<file path="src/design/gpt_pkg.sv">
// Shared types, codes and helpers for the grid path token parser.
// No dependencies; gpt_queue, gpt_front, gpt_back and the top level import this package.
package gpt_pkg;

  // Characters with meaning to the parser
  localparam logic [7:0] CH_DASH   = 8'h2D;  // '-'
  localparam logic [7:0] CH_COMMA  = 8'h2C;  // ','
  localparam logic [7:0] CH_RBRACK = 8'h5D;  // ']'
  localparam logic [7:0] CH_ZERO   = 8'h30;  // '0'
  localparam logic [7:0] CH_NINE   = 8'h39;  // '9'

  // Coordinate accumulators saturate here (one past the largest legal value)
  localparam logic [8:0] COORD_SAT = 9'd256;

  // Cell numbering wraps at this count
  localparam int unsigned MAX_CELLS = 65536;
  localparam logic [15:0] CELL_LAST = 16'(MAX_CELLS - 1);

  // Error codes of a result
  localparam logic [1:0] ERR_NONE   = 2'd0;
  localparam logic [1:0] ERR_SYNTAX = 2'd1;  // cell ended before its ']'
  localparam logic [1:0] ERR_RANGE  = 2'd2;  // coordinate out of the grid

  // Line tags kept in the visited memory; tag zero means never visited
  localparam int unsigned EPOCH_W     = 8;
  localparam logic [EPOCH_W-1:0] EPOCH_CLEAR = '0;
  localparam logic [EPOCH_W-1:0] EPOCH_FIRST = EPOCH_W'(1);
  localparam logic [EPOCH_W-1:0] EPOCH_MAX   = '1;

  // Decoupling queue between front and back end
  localparam int unsigned QUEUE_DEPTH = 2;
  localparam int unsigned QPTR_W      = $clog2(QUEUE_DEPTH);
  localparam int unsigned QCNT_W      = $clog2(QUEUE_DEPTH + 1);

  // Parse phase of the current cell
  typedef enum logic [2:0] {
    PH_LETTER,
    PH_SKIP,
    PH_ROW,
    PH_ROW_WAIT,
    PH_COL,
    PH_COL_WAIT,
    PH_TAIL
  } phase_t;

  // One finished cell, as handed from the front end to the back end
  typedef struct packed {
    logic [7:0]  letter;
    logic [7:0]  row;
    logic [7:0]  column;
    logic [15:0] cell_number;
    logic [1:0]  error;
    logic        last;
    logic        lookup;   // clean cell: check and mark the visited map
  } cell_t;

  // acc * 10 + digit, saturated at COORD_SAT
  function automatic logic [8:0] accum_digit(input logic [8:0] acc, input logic [3:0] dig);
    logic [12:0] v;
    v = 13'(acc) * 13'd10 + 13'(dig);
    return (v > 13'(COORD_SAT)) ? COORD_SAT : v[8:0];
  endfunction

endpackage

</file>
<file path="src/design/gpt_queue.sv">
// Short request queue between the parser front end and the map back end.
// Depends on gpt_pkg for its depth.
module gpt_queue
  import gpt_pkg::*;
#(
  parameter int unsigned WIDTH = 8
) (
  input  logic             clk,
  input  logic             rst_n,
  input  logic             push,
  input  logic [WIDTH-1:0] push_data,
  output logic             push_ready,
  input  logic             pop,
  output logic [WIDTH-1:0] pop_data,
  output logic             pop_valid
);

  logic [WIDTH-1:0]  entry_r [QUEUE_DEPTH];
  logic [QPTR_W-1:0] wr_ptr_r, wr_ptr_nxt;
  logic [QPTR_W-1:0] rd_ptr_r, rd_ptr_nxt;
  logic [QCNT_W-1:0] cnt_r, cnt_nxt;
  logic              do_push, do_pop;

  assign push_ready = (cnt_r != QCNT_W'(QUEUE_DEPTH));
  assign pop_valid  = (cnt_r != '0);
  assign pop_data   = entry_r[rd_ptr_r];
  assign do_push    = push && push_ready;
  assign do_pop     = pop && pop_valid;

  // Pointers wrap naturally: the depth is a power of two
  always_comb begin
    wr_ptr_nxt = do_push ? wr_ptr_r + QPTR_W'(1) : wr_ptr_r;
    rd_ptr_nxt = do_pop  ? rd_ptr_r + QPTR_W'(1) : rd_ptr_r;
    cnt_nxt    = cnt_r + QCNT_W'(do_push) - QCNT_W'(do_pop);
  end

  always_ff @(posedge clk) begin
    if (!rst_n) begin
      wr_ptr_r <= '0;
      rd_ptr_r <= '0;
      cnt_r    <= '0;
    end else begin
      wr_ptr_r <= wr_ptr_nxt;
      rd_ptr_r <= rd_ptr_nxt;
      cnt_r    <= cnt_nxt;
    end
  end

  // Storage
  always_ff @(posedge clk) begin
    if (do_push) begin
      entry_r[wr_ptr_r] <= push_data;
    end
  end

endmodule

</file>
<file path="config.mk">
export PLATFORM = sky130hd
export DESIGN_NAME = gpt_queue
export DESIGN_NICKNAME = d
export VERILOG_FILES = /design/src/design/gpt_pkg.sv /design/src/design/gpt_queue.sv
export SDC_FILE = /design/constraint.sdc
export NUM_CORES = 1
export LEC_CHECK = 0
export ABC_AREA = 1
export CAP_MARGIN = 20
export CORE_MARGIN = 2
export CORE_UTILIZATION = 52
export CTS_CLUSTER_DIAMETER = 60
export DETAILED_ROUTE_END_ITERATION = 8
export DONT_BUFFER_PORTS = 1
export PLACE_DENSITY = 0.72
export SYNTH_ARGS = -nofsm -noshare
export SYNTH_HDL_FRONTEND = slang
export SYNTH_SLANG_ARGS = --single-unit
</file>
<file path="constraint.sdc">
create_clock -name clk -period 3.4 [get_ports clk]
set_input_delay 0 -clock clk [delete_from_list [all_inputs] [get_ports clk]]
set_output_delay 0 -clock clk [all_outputs]
set_load 0.005 [all_outputs]
</file>
# ---- After elaboration in Yosys (flattened, before gate mapping)
# Memory sizes are Yosys's and may differ from the RTL's. A register that Yosys moved wholly into a read port is not among the register bits.
# Index checks and enable logic that the tools add are counted.
dict set report word_totals {
  ff_bits 4
  latchBits 0
  mem_bits_rw 16
  mem_bits_ro 0
  output_inout_bits 10
  word_cells 16
  mem_count 1
}
# name depth width read_ports rd_clocked_by_memory_dff write_ports line
set memory_table {}
lappend memory_table {entry_r 2 8 1 1 1 gpt_queue.sv:18} ;# logic [WIDTH-1:0] entry_r [QUEUE_DEPTH];
dict set report op_classes {
  n_addsub 4
  mul 0
  div_mod_pow 0
  n_lt_le_gt_ge 0
  n_eq_ne 1
  n_shift 0
  mux 4
  n_bitwise 0
  reduce_logical 3
}
# operator n
set op_table {}
lappend op_table {{$mux W1} 4}
lappend op_table {{$add A1 B1 Y1 const B} 2}
lappend op_table {{$add A2 B1 Y2} 1}
lappend op_table {{$logic_and A1 B1 Y1} 2}
lappend op_table {{$ne A2 B2 Y1 const B} 1}
lappend op_table {{$reduce_bool A2 Y1} 1}
lappend op_table {{$sub A2 B1 Y2} 1}

# ---- Depth between registers and ports, before layout
dict set report depth {
  word_depth 4
  mapped_depth 11
  depth_no_buf 11
}

# ---- Worst setup path after synthesis
# No wires, ideal clock.
dict set report synth_path {
  path_kind {reg2reg}
  startpoint {register cnt_r[0]}
  endpoint {memory entry_r[0][0] (enable)}
  setup_ps 370
  t_arrival_ps 928
  slack_ps 2101
  path_stages_with_launch 5
  path_buffers 0
  path_cell_list {dfxtp_1 > inv_1 > nand2_2 > nand2_4 > nor2_1}
}
dict set report synth_via {
  elab_chain_cells 4
}
# item line
set synth_lines {}
lappend synth_lines {{start, declared} gpt_queue.sv:21} ;# logic [QCNT_W-1:0] cnt_r, cnt_nxt;
lappend synth_lines {{start signal, assigned} gpt_queue.sv:45} ;# cnt_r <= cnt_nxt;
lappend synth_lines {{$ne A2 B2 Y1} gpt_queue.sv:24} ;# assign push_ready = (cnt_r != QCNT_W'(QUEUE_DEPTH));
lappend synth_lines {{named net push_ready} gpt_queue.sv:12} ;# output logic push_ready,
lappend synth_lines {{$logic_and A1 B1 Y1} gpt_queue.sv:27} ;# assign do_push = push && push_ready;
lappend synth_lines {{$mux W1} gpt_queue.sv:51} ;# if (do_push) begin
lappend synth_lines {{$mux W1 (not written as such)} gpt_queue.sv:52} ;# entry_r[wr_ptr_r] <= push_data;
lappend synth_lines {{end, declared} gpt_queue.sv:18}
# The timed path passes the listed nets, and every way through them passes these cells.

# ---- Final worst setup path
dict set report layout_path {
  startpoint {register cnt_r[0]}
  endpoint {memory entry_r[0][6] (enable)}
}
# The elaborated chain is that of the path after synthesis.

==> results.yml <==
synth:
  netlist.area_leader.share: 0.578
  synth_edf_count: 16
  yosysTopAreaCell: "edfxtp_1"
  synth_area_um2: 831
  synth_cells: 61
  synth_seq_cells: 21
  synthTopCellsByCount: "edfxtp_1 (16), nand2_1 (9), inv_1 (7)"
  yosysSeqAreaShare: 0.699
  synth_flop_cell: "edfxtp_1"
  yosysMostFrequentCell: "edfxtp_1"
  syn_avg_cell_area_um2: 13.6
  synth_fp_nets: 74
  ys_types: 16
  yosys_warnings: 0
  synth_area_leaders: "edfxtp_1 (58%), dfxtp_1 (12%), mux2_2 (6.8%), nand2_1 (4.1%), mux2_1 (4.1%)"
  synthArstFlopShare: 0
timing:
  fin_skew_ps: 7.90
  drv_slew: 0
  worst_pin_slew_ps: 655
  finalSetupTns_ps: 0
  finalHoldViolations: 0
  max_freq_mhz: 667
  setup_viol: 0
  fin_crit_sh: 0.441
  holdWs_ps: 49.9
  fin_crit_ps: 1500
  rsz0062_at_grt: "false"
  slew_headroom: 0.562
global_route:
  grt-ovfl-total: 0
  grt_pass1_vias: 448
  grt_pass1_wl_mm: 1.80
  grt_max_degree: 13
  antenna_found_initial: 0
  grt.total_usage: 0.136
worst_setup_path:
  reg2reg_depth: 4
  worst-endpoint-arrival_ps: 1430
  crit_slowest_cell: "nor2_1"
  crit_required_ps: 3340
  start_kind: "flop"
  startpoint: "cnt_r[0]$_SDFF_PN0_"
  cp_max_fo: 8
  max_stage_delay_ps: 510
  endpoint_kind: "flop"
  cp_cell_sequence: "inv_1 -> nand2_2 -> nand2_4 -> nor2_1"
  r2r_start: "cnt_r[0]$_SDFF_PN0_"
  criticalPathCategory: "reg -> reg"
placement:
  place.gp.congestion: 0.655
  dp_hpwl_um: 833
  place_area_um2: 846
  placedCellCount: 76
  port_buffers: 0
floorplan:
  initial_utilization: 0.551
  ios: 22
  fp-row-count: 14
  core_area_um2: 1510
  die_h_um: 44.0
  die-area_um2: 1930
  die_x_um: 44.0
layout:
  fillers: 110
  diodes: 0
  multi_input_area_um2: 219
  syn2layout_area_growth_pct: 17.2
  drive_above_1_share: 0.189
  seq_area_um2: 581
  fin_nets: 88
  final_cells: 90
  fin_area_um2: 973
pwr:
  p_leak_nw: 0.370
  ir_worst_vdd_mv: 0.308
  finalPower_uw: 655
  cellPowerDensity_nw_per_um2: 672
detailed_routing:
  vias: 469
  drt-total-wl_mm: 1.18
  wire_per_inst_um: 13.1
  dr.pass1.iters: 4
  drtIter0Drc: 12
  drc: 0
  drt-vias-per-instance: 5.21
  final_antenna_net_count: 0
clock_network:
  clkTransAtPathRegs_ps: 110
  clk_latency_ps: 290
  cts_buffers: 3
  cts_buffer_depth: 2
  clock-sinks: 21
  root_buffer: "clkbuf_4"
  htree_levels: 1
  tritoncts: "yes"
  cts_resized: 0
status:
  status: "finished, final reports clean"
worst_hold_path:
  min_path_cells: 5
  holdCritStartpoint: "pop"
  hold_path_class: "in -> reg"
flow_run:
  cap_violations: 0
[logic make-up (layout without fill, tap and decap cells)]
logic type      Yosys count  count (layout)  synth area share
simple gates             21              21             0.123
buf+inv                   8              21            0.0377
compound gates            1               1           0.00602
fa+ha+maj                 1               1            0.0151
flops                    21              21             0.699
xor+xnor                  1               1            0.0105
mux                       8               8             0.108
[area by class of cell]
class	instances	share of cell area
flip-flops and latches	21	0.596
repair buffers	10	0.103
multi-input cells	32	0.225
well taps	16	0.0206
clock buffers	3	0.0231
inverters	7	0.0270
clock inverters	1	0.00514
[per-stage QoR]
stage           util  worst slack [ps]
3_3_place_gp   0.561              1940
5_1_grt        0.646              1790
3_5_place_dp   0.561              1900
6_report       0.646              1900
4_1_cts        0.646              1890
2_1_floorplan      -              2100
[report_power, final]
group / switching (mW) / total [mW] / internal (mW)
clock network: 0.0710 / 0.115 / 0.0437
logic: 0.103 / 0.180 / 0.0766
registers: 0.0301 / 0.360 / 0.330
[final timing paths]
kind                        endpoint  slack [ps]
max          entry_r[0][6]$_DFFE_PP_        1900
max reg2reg  entry_r[0][6]$_DFFE_PP_        1900
min              cnt_r[1]$_SDFF_PN0_          50
min reg2reg    rd_ptr_r$_SDFFE_PN0P_         510
[repair_timing]
item                       CTS  global route
hold endpoints to repair    21             0
setup endpoints to repair    0             0
buffers inserted             0             0
hold buffers                10             0
[layer usage]
metal / GRT usage / wire, um / part of all wire / vias up
met5: 0 / 0 / 0 / -
met4: 0.0727 / 6 / 0.0051 / 0
met3: 0.0250 / 62 / 0.052 / 2
met2: 0.244 / 615 / 0.52 / 13
met1: 0.149 / 498 / 0.42 / 224
li1: - / - / - / 230
[layout by cell type, fill, tap and decap left out, types with 2 or more instances in the layout]
| cell | instances |
|---|---|
| nand2_1 | 9 |
| dfxtp_1 | 5 |
| mux2_2 | 5 |
| mux2_1 | 3 |
| clkbuf_4 | 3 |
| edfxtp_1 | 16 |
| inv_1 | 7 |
| dlygate4sd3_1 | 10 |
| nor2_1 | 6 |
| nor2_2 | 2 |
[worst max-delay path: cells and delay by family, from the launching register on]
kind / cells / cell delay [ps]
flops: 1 / 380
simple gates: 3 / 690
buf+inv: 1 / 70
[flip-flops by register name, summed over array words and instances, names as in the netlist, named ones only]
| register | cells |
|---|---|
| cnt_r | 2 |
| entry_r | 16 |
| rd_ptr_r | 1 |
| wr_ptr_r | 1 |
No activity file was read; power rests on OpenSTA's default activity.
