## config.mk

```make
export PLATFORM = sky130hd
export DESIGN_NAME = gpt_front_flat
export DESIGN_NICKNAME = d
export VERILOG_FILES = /design/src/design/gpt_pkg.sv /design/src/design/gpt_if.sv /design/src/design/gpt_front.sv /design/src/flat_wrapper.sv
export SDC_FILE = /design/constraint.sdc
export NUM_CORES = 1
export LEC_CHECK = 0
export BUFFER_PORTS_ARGS = -buffer_cell sky130_fd_sc_hd__buf_4
export CAP_MARGIN = 20
export CORE_MARGIN = 2
export CORE_UTILIZATION = 56
export DETAILED_ROUTE_END_ITERATION = 8
export GPL_TIMING_DRIVEN = 0
export PLACE_DENSITY = 0.81
export SLEW_MARGIN = 10
export SYNTH_ARGS = -nofsm -noshare
export SYNTH_HDL_FRONTEND = slang
export SYNTH_SLANG_ARGS = --single-unit
```

## constraint.sdc

```tcl
create_clock -name clk -period 4.5 [get_ports clk]
set_input_delay 0.45 -clock clk [delete_from_list [all_inputs] [get_ports clk]]
set_output_delay 0.45 -clock clk [all_outputs]
set_load 0.03 [all_outputs]
```

## src/design/gpt_pkg.sv

```systemverilog
// Shared types, codes and helpers for the grid path token parser.
// No dependencies; gpt_queue, gpt_front, gpt_back and the top level import this package.
package gpt_pkg;

  // Characters with meaning to the parser
  localparam logic [7:0] CH_DASH   = 8'h2D;  // '-'
  localparam logic [7:0] CH_COMMA  = 8'h2C;  // ','
  localparam logic [7:0] CH_RBRACK = 8'h5D;  // ']'
  localparam logic [7:0] CH_ZERO   = 8'h30;  // '0'
  localparam logic [7:0] CH_NINE   = 8'h39;  // '9'

  // Coordinate accumulators saturate here (one past the largest legal value)
  localparam logic [8:0] COORD_SAT = 9'd256;

  // Cell numbering wraps at this count
  localparam int unsigned MAX_CELLS = 65536;
  localparam logic [15:0] CELL_LAST = 16'(MAX_CELLS - 1);

  // Error codes of a result
  localparam logic [1:0] ERR_NONE   = 2'd0;
  localparam logic [1:0] ERR_SYNTAX = 2'd1;  // cell ended before its ']'
  localparam logic [1:0] ERR_RANGE  = 2'd2;  // coordinate out of the grid

  // Line tags kept in the visited memory; tag zero means never visited
  localparam int unsigned EPOCH_W     = 8;
  localparam logic [EPOCH_W-1:0] EPOCH_CLEAR = '0;
  localparam logic [EPOCH_W-1:0] EPOCH_FIRST = EPOCH_W'(1);
  localparam logic [EPOCH_W-1:0] EPOCH_MAX   = '1;

  // Decoupling queue between front and back end
  localparam int unsigned QUEUE_DEPTH = 2;
  localparam int unsigned QPTR_W      = $clog2(QUEUE_DEPTH);
  localparam int unsigned QCNT_W      = $clog2(QUEUE_DEPTH + 1);

  // Parse phase of the current cell
  typedef enum logic [2:0] {
    PH_LETTER,
    PH_SKIP,
    PH_ROW,
    PH_ROW_WAIT,
    PH_COL,
    PH_COL_WAIT,
    PH_TAIL
  } phase_t;

  // One finished cell, as handed from the front end to the back end
  typedef struct packed {
    logic [7:0]  letter;
    logic [7:0]  row;
    logic [7:0]  column;
    logic [15:0] cell_number;
    logic [1:0]  error;
    logic        last;
    logic        lookup;   // clean cell: check and mark the visited map
  } cell_t;

  // acc * 10 + digit, saturated at COORD_SAT
  function automatic logic [8:0] accum_digit(input logic [8:0] acc, input logic [3:0] dig);
    logic [12:0] v;
    v = 13'(acc) * 13'd10 + 13'(dig);
    return (v > 13'(COORD_SAT)) ? COORD_SAT : v[8:0];
  endfunction

endpackage

```

## src/design/gpt_if.sv

```systemverilog
// Valid/ready channel interfaces of the grid path token parser.
// Depends on nothing; used by the front end, back end and top level.
interface gpt_in_if;
  logic       valid;
  logic       ready;
  logic [7:0] ch;
  logic       end_of_line;

  modport source (output valid, output ch, output end_of_line, input ready);
  modport sink   (input valid, input ch, input end_of_line, output ready);
endinterface


```

## src/design/gpt_front.sv

```systemverilog
// Parser front end: takes characters, tracks the parse phase and coordinates,
// and pushes one finished cell per '-' or end of line. Depends on gpt_pkg, gpt_if.
module gpt_front
  import gpt_pkg::*;
#(
  parameter int unsigned GRID_SIZE = 256,
  parameter int unsigned COORD_W   = 8
) (
  input  logic                   clk,
  input  logic                   rst_n,
  gpt_in_if.sink                 in_chan,
  output logic                   push,
  output cell_t                  push_cell,
  output logic [2*COORD_W-1:0]   push_addr,
  input  logic                   push_ready
);

  phase_t      phase_r, phase_nxt, phase_adv, phase_cur;
  logic [7:0]  letter_r, letter_nxt, letter_cur;
  logic [8:0]  row_r, row_nxt, row_cur;
  logic [8:0]  col_r, col_nxt, col_cur;
  logic [15:0] cnt_r, cnt_nxt;
  logic        accept, is_sep, is_dig, is_end;
  logic [1:0]  err;

  assign in_chan.ready = push_ready;
  assign accept        = in_chan.valid && push_ready;
  assign is_sep        = (in_chan.ch == CH_DASH);
  assign is_dig        = in_chan.ch inside {[CH_ZERO:CH_NINE]};
  assign is_end        = is_sep || in_chan.end_of_line;

  // Phase advance for a non-separator character
  always_comb begin
    case (phase_r)
      PH_LETTER:   phase_adv = PH_SKIP;
      PH_SKIP:     phase_adv = PH_ROW;
      PH_ROW: begin
        if (in_chan.ch == CH_COMMA) phase_adv = PH_COL;
        else if (is_dig)            phase_adv = PH_ROW;
        else                        phase_adv = PH_ROW_WAIT;
      end
      PH_ROW_WAIT: phase_adv = (in_chan.ch == CH_COMMA) ? PH_COL : PH_ROW_WAIT;
      PH_COL: begin
        if (in_chan.ch == CH_RBRACK) phase_adv = PH_TAIL;
        else if (is_dig)             phase_adv = PH_COL;
        else                         phase_adv = PH_COL_WAIT;
      end
      PH_COL_WAIT: phase_adv = (in_chan.ch == CH_RBRACK) ? PH_TAIL : PH_COL_WAIT;
      default:     phase_adv = PH_TAIL;
    endcase
  end

  // Next state: a separator leaves the phase alone, a cell end restarts it
  always_comb begin
    phase_cur = is_sep ? phase_r : phase_adv;
    phase_nxt = phase_r;
    if (accept) begin
      phase_nxt = is_end ? PH_LETTER : phase_cur;
    end
  end

  // Field updates for this character
  always_comb begin
    letter_cur = letter_r;
    row_cur    = row_r;
    col_cur    = col_r;
    if (!is_sep) begin
      if (phase_r == PH_LETTER) letter_cur = in_chan.ch;
      if (phase_r == PH_ROW && is_dig) row_cur = accum_digit(row_r, in_chan.ch[3:0]);
      if (phase_r == PH_COL && is_dig) col_cur = accum_digit(col_r, in_chan.ch[3:0]);
    end
  end

  // Classify the finished cell
  always_comb begin
    if (phase_cur != PH_TAIL) begin
      err = ERR_SYNTAX;
    end else if (row_cur[8] || col_cur[8] || (32'(row_cur) >= GRID_SIZE)
                 || (32'(col_cur) >= GRID_SIZE)) begin
      err = ERR_RANGE;
    end else begin
      err = ERR_NONE;
    end
  end

  always_comb begin
    push                  = accept && is_end;
    push_cell.letter      = letter_cur;
    push_cell.row         = row_cur[8] ? 8'hFF : row_cur[7:0];
    push_cell.column      = col_cur[8] ? 8'hFF : col_cur[7:0];
    push_cell.cell_number = cnt_r;
    push_cell.error       = err;
    push_cell.last        = in_chan.end_of_line;
    push_cell.lookup      = (err == ERR_NONE);
    push_addr             = {COORD_W'(row_cur), COORD_W'(col_cur)};
  end

  // Register updates: fields cleared at each cell end, cell number at end of line or wrap
  always_comb begin
    letter_nxt = letter_r;
    row_nxt    = row_r;
    col_nxt    = col_r;
    cnt_nxt    = cnt_r;
    if (accept) begin
      if (is_end) begin
        letter_nxt = '0;
        row_nxt    = '0;
        col_nxt    = '0;
        if (in_chan.end_of_line || cnt_r == CELL_LAST) cnt_nxt = '0;
        else                                           cnt_nxt = cnt_r + 16'd1;
      end else begin
        letter_nxt = letter_cur;
        row_nxt    = row_cur;
        col_nxt    = col_cur;
      end
    end
  end

  always_ff @(posedge clk) begin
    if (!rst_n) begin
      phase_r  <= PH_LETTER;
      letter_r <= '0;
      row_r    <= '0;
      col_r    <= '0;
      cnt_r    <= '0;
    end else begin
      phase_r  <= phase_nxt;
      letter_r <= letter_nxt;
      row_r    <= row_nxt;
      col_r    <= col_nxt;
      cnt_r    <= cnt_nxt;
    end
  end

endmodule

```

## src/flat_wrapper.sv

```systemverilog
// flat-port wrapper written by rule: the top's interface ports become plain ports
module gpt_front_flat import gpt_pkg::*;
#(
  parameter int unsigned GRID_SIZE = 256,
  parameter int unsigned COORD_W   = 8
)
  (clk, rst_n, push, push_cell, push_addr, push_ready, in_chan_valid, in_chan_ch, in_chan_end_of_line, in_chan_ready);
  gpt_in_if in_chan_i ();
  input  logic clk;
  input  logic rst_n;
  output logic push;
  output cell_t push_cell;
  output logic [2*COORD_W-1:0] push_addr;
  input  logic push_ready;
  input wire logic [$bits(in_chan_i.valid)-1:0] in_chan_valid;
  input wire logic [$bits(in_chan_i.ch)-1:0] in_chan_ch;
  input wire logic [$bits(in_chan_i.end_of_line)-1:0] in_chan_end_of_line;
  output wire logic [$bits(in_chan_i.ready)-1:0] in_chan_ready;
  assign in_chan_i.valid = in_chan_valid;
  assign in_chan_i.ch = in_chan_ch;
  assign in_chan_i.end_of_line = in_chan_end_of_line;
  assign in_chan_ready = in_chan_i.ready;
  gpt_front #(.GRID_SIZE(GRID_SIZE), .COORD_W(COORD_W)) u_core (.clk(clk), .rst_n(rst_n), .in_chan(in_chan_i), .push(push), .push_cell(push_cell), .push_addr(push_addr), .push_ready(push_ready));
endmodule
```

* Yosys cells after proc, flatten, opt, wreduce, memory -nomap -nowiden
Cells that the tools add are included.
Cells by class: $add $sub $neg 3, multiply operators 2, magnitude comparators 6, eq/ne operators 10, mux-type cells 25, reduce and logical (&&, ||, !) cells 13
Operator list (count):
- $mux W9 | 8
- $mux W8 | 5
- $add A13 B4 Y13 | 2
- $gt A13 B9 Y1 const B | 2
- $mul A9 B3 Y12 const B | 2
- $ge A9 B9 Y1 const B | 2
- $pmux W3 S6 | 1
- $add A16 B1 Y16 const B | 1
- $eq A16 B16 Y1 const B | 1
- $eq A8 B6 Y1 const B | 2
- $mux W16 | 1
- $mux W3 | 5
- $eq A8 B7 Y1 const B | 1
- $ge A8 B6 Y1 const B | 1
- $le A8 B6 Y1 const B | 1
- $eq A3 B2 Y1 const B | 2
- $eq A3 B3 Y1 const B | 2
- $mux W2 | 3
- $logic_and A1 B1 Y1 | 5
- $logic_or A1 B1 Y1 | 5
- $eq A3 B1 Y1 const B | 1
- $logic_not A3 Y1 | 1
- $ne A3 B3 Y1 const B | 1
- $logic_not A2 Y1 | 1
- other kinds (2) | 3
Storage, ports and cells: bits in registers 45, bits of input ports 13, output and inout port bits 62

* Longest topological paths before layout
word-level depth 12, gate-level depth with buffers 12, gate-level depth less buffers 11

* Least setup slack after synthesis
OpenSTA, ideal clock, no wires.
path kind reg2out, start register u_core.col_r[1], end output port push_cell[0] (netlist name), arrival time 3.344 ns, path slack 0.706 ns, stages on the path, launching flop included 12, cells stage by stage dfxtp_1 > ha_1 > ha_1 > inv_1 > fa_1 > inv_1 > o2111ai_1 > nor3b_1 > o2111ai_1 > a221oi_4 > a22oi_2 > nor3b_1
RTL lines:
- start, declared | line gpt_front.sv:21 | logic [8:0] col_r, col_nxt, col_cur;
- start signal, assigned | line gpt_front.sv:130 | col_r <= col_nxt;
- end, declared | line flat_wrapper.sv:12 | output cell_t push_cell;

==> results_dict.tcl <==
set metrics [dict create \
    whs_ns 0.495 \
    grt_pass1_wl_mm 16.4 \
    rrSetupSlack_ns 1.06 \
    cp-start-kind "flip-flop" \
    fin_area_sq_mm 0.00448 \
    dieArea_sq_mm 0.00732 \
    cts_made_buffers 5 \
    rows 29 \
    synth_top_area_cell "dfxtp_1" \
    avgSynthCellArea_sq_um 8.20 \
    io_buffers 73 \
    drive_above_1_share_pct 19.6 \
    worstSkewPairLatency_ns 0.30 \
    gr-usage-all-layers_pct 27.2 \
    placed_area_sq_mm 0.00437 \
    clk_pin_slew_ns 0.10 \
    yosysMostFrequentCell "dfxtp_1" \
    syn-num-nets 506 \
    ant_nets 0 \
    start_util_pct 58.3 \
    outcome "finished, final reports clean" \
    relSlewSlack_pct 59.7 \
    totalWireLength_mm 10.0 \
    ys.flop_type "dfxtp_1" \
    cts_max_path_buffers 2 \
    synth_cell_types 62 \
    ys_top_cells_by_count "dfxtp_1, nand2_1, ha_1" \
    seq_area_frac_synth_pct 24.2 \
    hold_class "in -> reg" \
    synth_area_leaders "dfxtp_1, ha_1, xnor2_1" \
    hpwl_mm 7.77 \
    p_per_area_mw_per_mm2 171 \
    die_h_um 85.6 \
    fin_crit_ns 4.29 \
    p_total_uw 767 \
    synth_cells 454 \
    reg2reg_to "u_core.col_r[0]" \
    grt_max_degree 17 \
    async_flop_share_pct 0 \
    crit_arrival_ns 3.84 \
    ys.warnings.count 0 \
    crit_path_end_kind "output port" \
    setup_viol 0 \
    ir_drop_mv 0.125 \
    first_pass_iters 4 \
    tightestPinTransition_ns 0.595 \
    stdcell_count 613 \
    antenna_cells 0 \
    synth_edf_count 0 \
    drv_slew 0 \
    hold_viol 0 \
    r2r_start "u_core.col_r[1]" \
    vias 3725 \
    fin_crit_sh_pct 95.4 \
    maxCapViolCount 0 \
    worst_setup_path_endpoint "push_cell[20]" \
    r2r_cells 11 \
    synth_seq_cells 45 \
    crit_fanout 8 \
    viasPerCell 6.08 \
    numPlacedInstances 604 \
    synth_top_area_share_pct 24.2 \
    required_ns 4.05 \
    gp_congestion 0.875 \
    drt_iter0_drc 193 \
    cts_root_buf "clkbuf_8" \
    core_area_sq_mm 0.00639 \
    cts_sinks 45 \
    overflow 0 \
    htree_levels 2 \
    clock.fmax_mhz 233 \
    antenna_found_initial 0 \
    ctsHoldBuffers 0 \
    routedWlPerCell_um 16.3 \
    cts_tree "done" \
    ioPinCount 75 \
    finalClockSkew_ns 0.0128 \
    crit_path_start "u_core.col_r[1]" \
    synth_area_sq_mm 0.00372 \
    p_leak_uw 0.00190 \
    nFillCells 521 \
    path_class "reg -> out" \
    grt_pass1_vias 3561 \
    die_w_um 85.6 \
    fin_nets 587 \
    syn2layout_area_growth_pct 20.2 \
    drcViolationCount 0 \
]
layout make-up:
cell class                 instances  area, sq um  area share, %
clock inverter                     3         25.0          0.559
inverter                          25         93.8           2.10
timing repair buffer              74          556           12.4
multi-input combinational        367         2660           59.3
sequential                        45          901           20.1
tap                               77         96.3           2.15
clock buffer                       5         68.8           1.54
buffer                            17         80.1           1.79
sequential cells by signal (all words and copies together) (netlist names):
signal	count
u_core.cnt_r	16
u_core.row_r	9
u_core.col_r	9
u_core.phase_r	3
u_core.letter_r	8
where the power goes:
part / total [uW] / internal [uW] / switching (uW)
combinational: 95.5 / 35.9 / 59.6
clock: 267 / 112 / 155
sequential: 404 / 401 / 2.58
worst max-delay path: stages (launching register included):
cell and delay (ns):
dfxtp_1 0.46, ha_1 0.28, ha_1 0.24, inv_1 0.08
fa_1 0.49, inv_1 0.14, o2111ai_1 0.18, nor3b_1 0.26
o2111ai_1 0.22, a221oi_4 0.45, a22oi_2 0.22, a221o_1 0.35
buf_4 0.18
cells in the final DEF (no fill, tap or decap), types with 3 or more instances in the layout:
| cell | count |
|---|---|
| a211oi_1 | 4 |
| a21o_1 | 5 |
| a21oi_1 | 14 |
| a221o_1 | 8 |
| a22o_1 | 9 |
| a22oi_1 | 12 |
| and2_1 | 5 |
| and3_1 | 3 |
| buf_4 | 76 |
| clkbuf_1 | 12 |
| clkbuf_8 | 5 |
| dfxtp_1 | 45 |
| fa_1 | 4 |
| ha_1 | 35 |
| inv_1 | 25 |
| mux2_2 | 6 |
| nand2_1 | 44 |
| nand2b_1 | 4 |
| nand3_1 | 10 |
| nand4_1 | 7 |
| nor2_1 | 34 |
| nor2b_1 | 18 |
| nor3_1 | 8 |
| nor3b_1 | 4 |
| nor4_1 | 3 |
| nor4b_1 | 3 |
| o2111ai_1 | 3 |
| o211ai_1 | 9 |
| o21ai_0 | 24 |
| o21ai_1 | 7 |
| o31ai_1 | 10 |
| or2_2 | 4 |
| or3_1 | 3 |
| xnor2_1 | 19 |
| xor2_1 | 15 |
cells by family (layout without fill, tap and decap cells):
logic type / after synthesis / after routing / share of synthesized area, %
xor gates and xnor gates: 34 / 34 / 7.99
muxes: 7 / 7 / 2.08
and+or+nand+nor: 161 / 161 / 22.8
adders and majority gates: 39 / 39 / 13.9
DFF: 45 / 45 / 24.2
buffers and inverters: 42 / 124 / 4.67
AOI/OAI and AO/OA: 126 / 126 / 24.4
worst min path at each step:
stage | cells past startpoint | from | end | slack [ns]
2_1_floorplan | 2 | u_core.row_r[4] | u_core.row_r[4] | 0.47
3_3_place_gp | 2 | u_core.col_r[3] | u_core.col_r[3] | 0.50
3_5_place_dp | 2 | u_core.col_r[6] | u_core.col_r[6] | 0.51
4_1_cts | 2 | rst_n | u_core.letter_r[7] | 0.49
5_1_grt | 2 | rst_n | u_core.phase_r[0] | 0.50
6_report | 2 | rst_n | u_core.phase_r[0] | 0.50
metrics by stage:
stage | setup TNS (ns) | utilization, % | setup WS, ns
6_report | 0 | 70.1 | 0.208
5_1_grt | -0.0114 | 70.1 | -0.00853
4_1_cts | 0 | 69.9 | 0.161
3_5_place_dp | 0 | 68.4 | 0.527
3_3_place_gp | 0 | 68.4 | 0.631
2_1_floorplan | 0 | - | 0.706
metal layers:
layer  routed length, um  up-vias  share of wire (%)  GRT usage [%]
li1                    -     1840                  -              -
met5                   0        -                  0              0
met1                4250     1726                 43           35.3
met2                4850      146                 49           48.5
met3                 739       13                7.4           2.79
met4                 153        0                1.5           6.64
timing repair:
item	CTS	global route
resized for setup	0	1
buffers inserted	0	1
setup endpoints to repair	0	3
(Power assumes the default switching activity.)
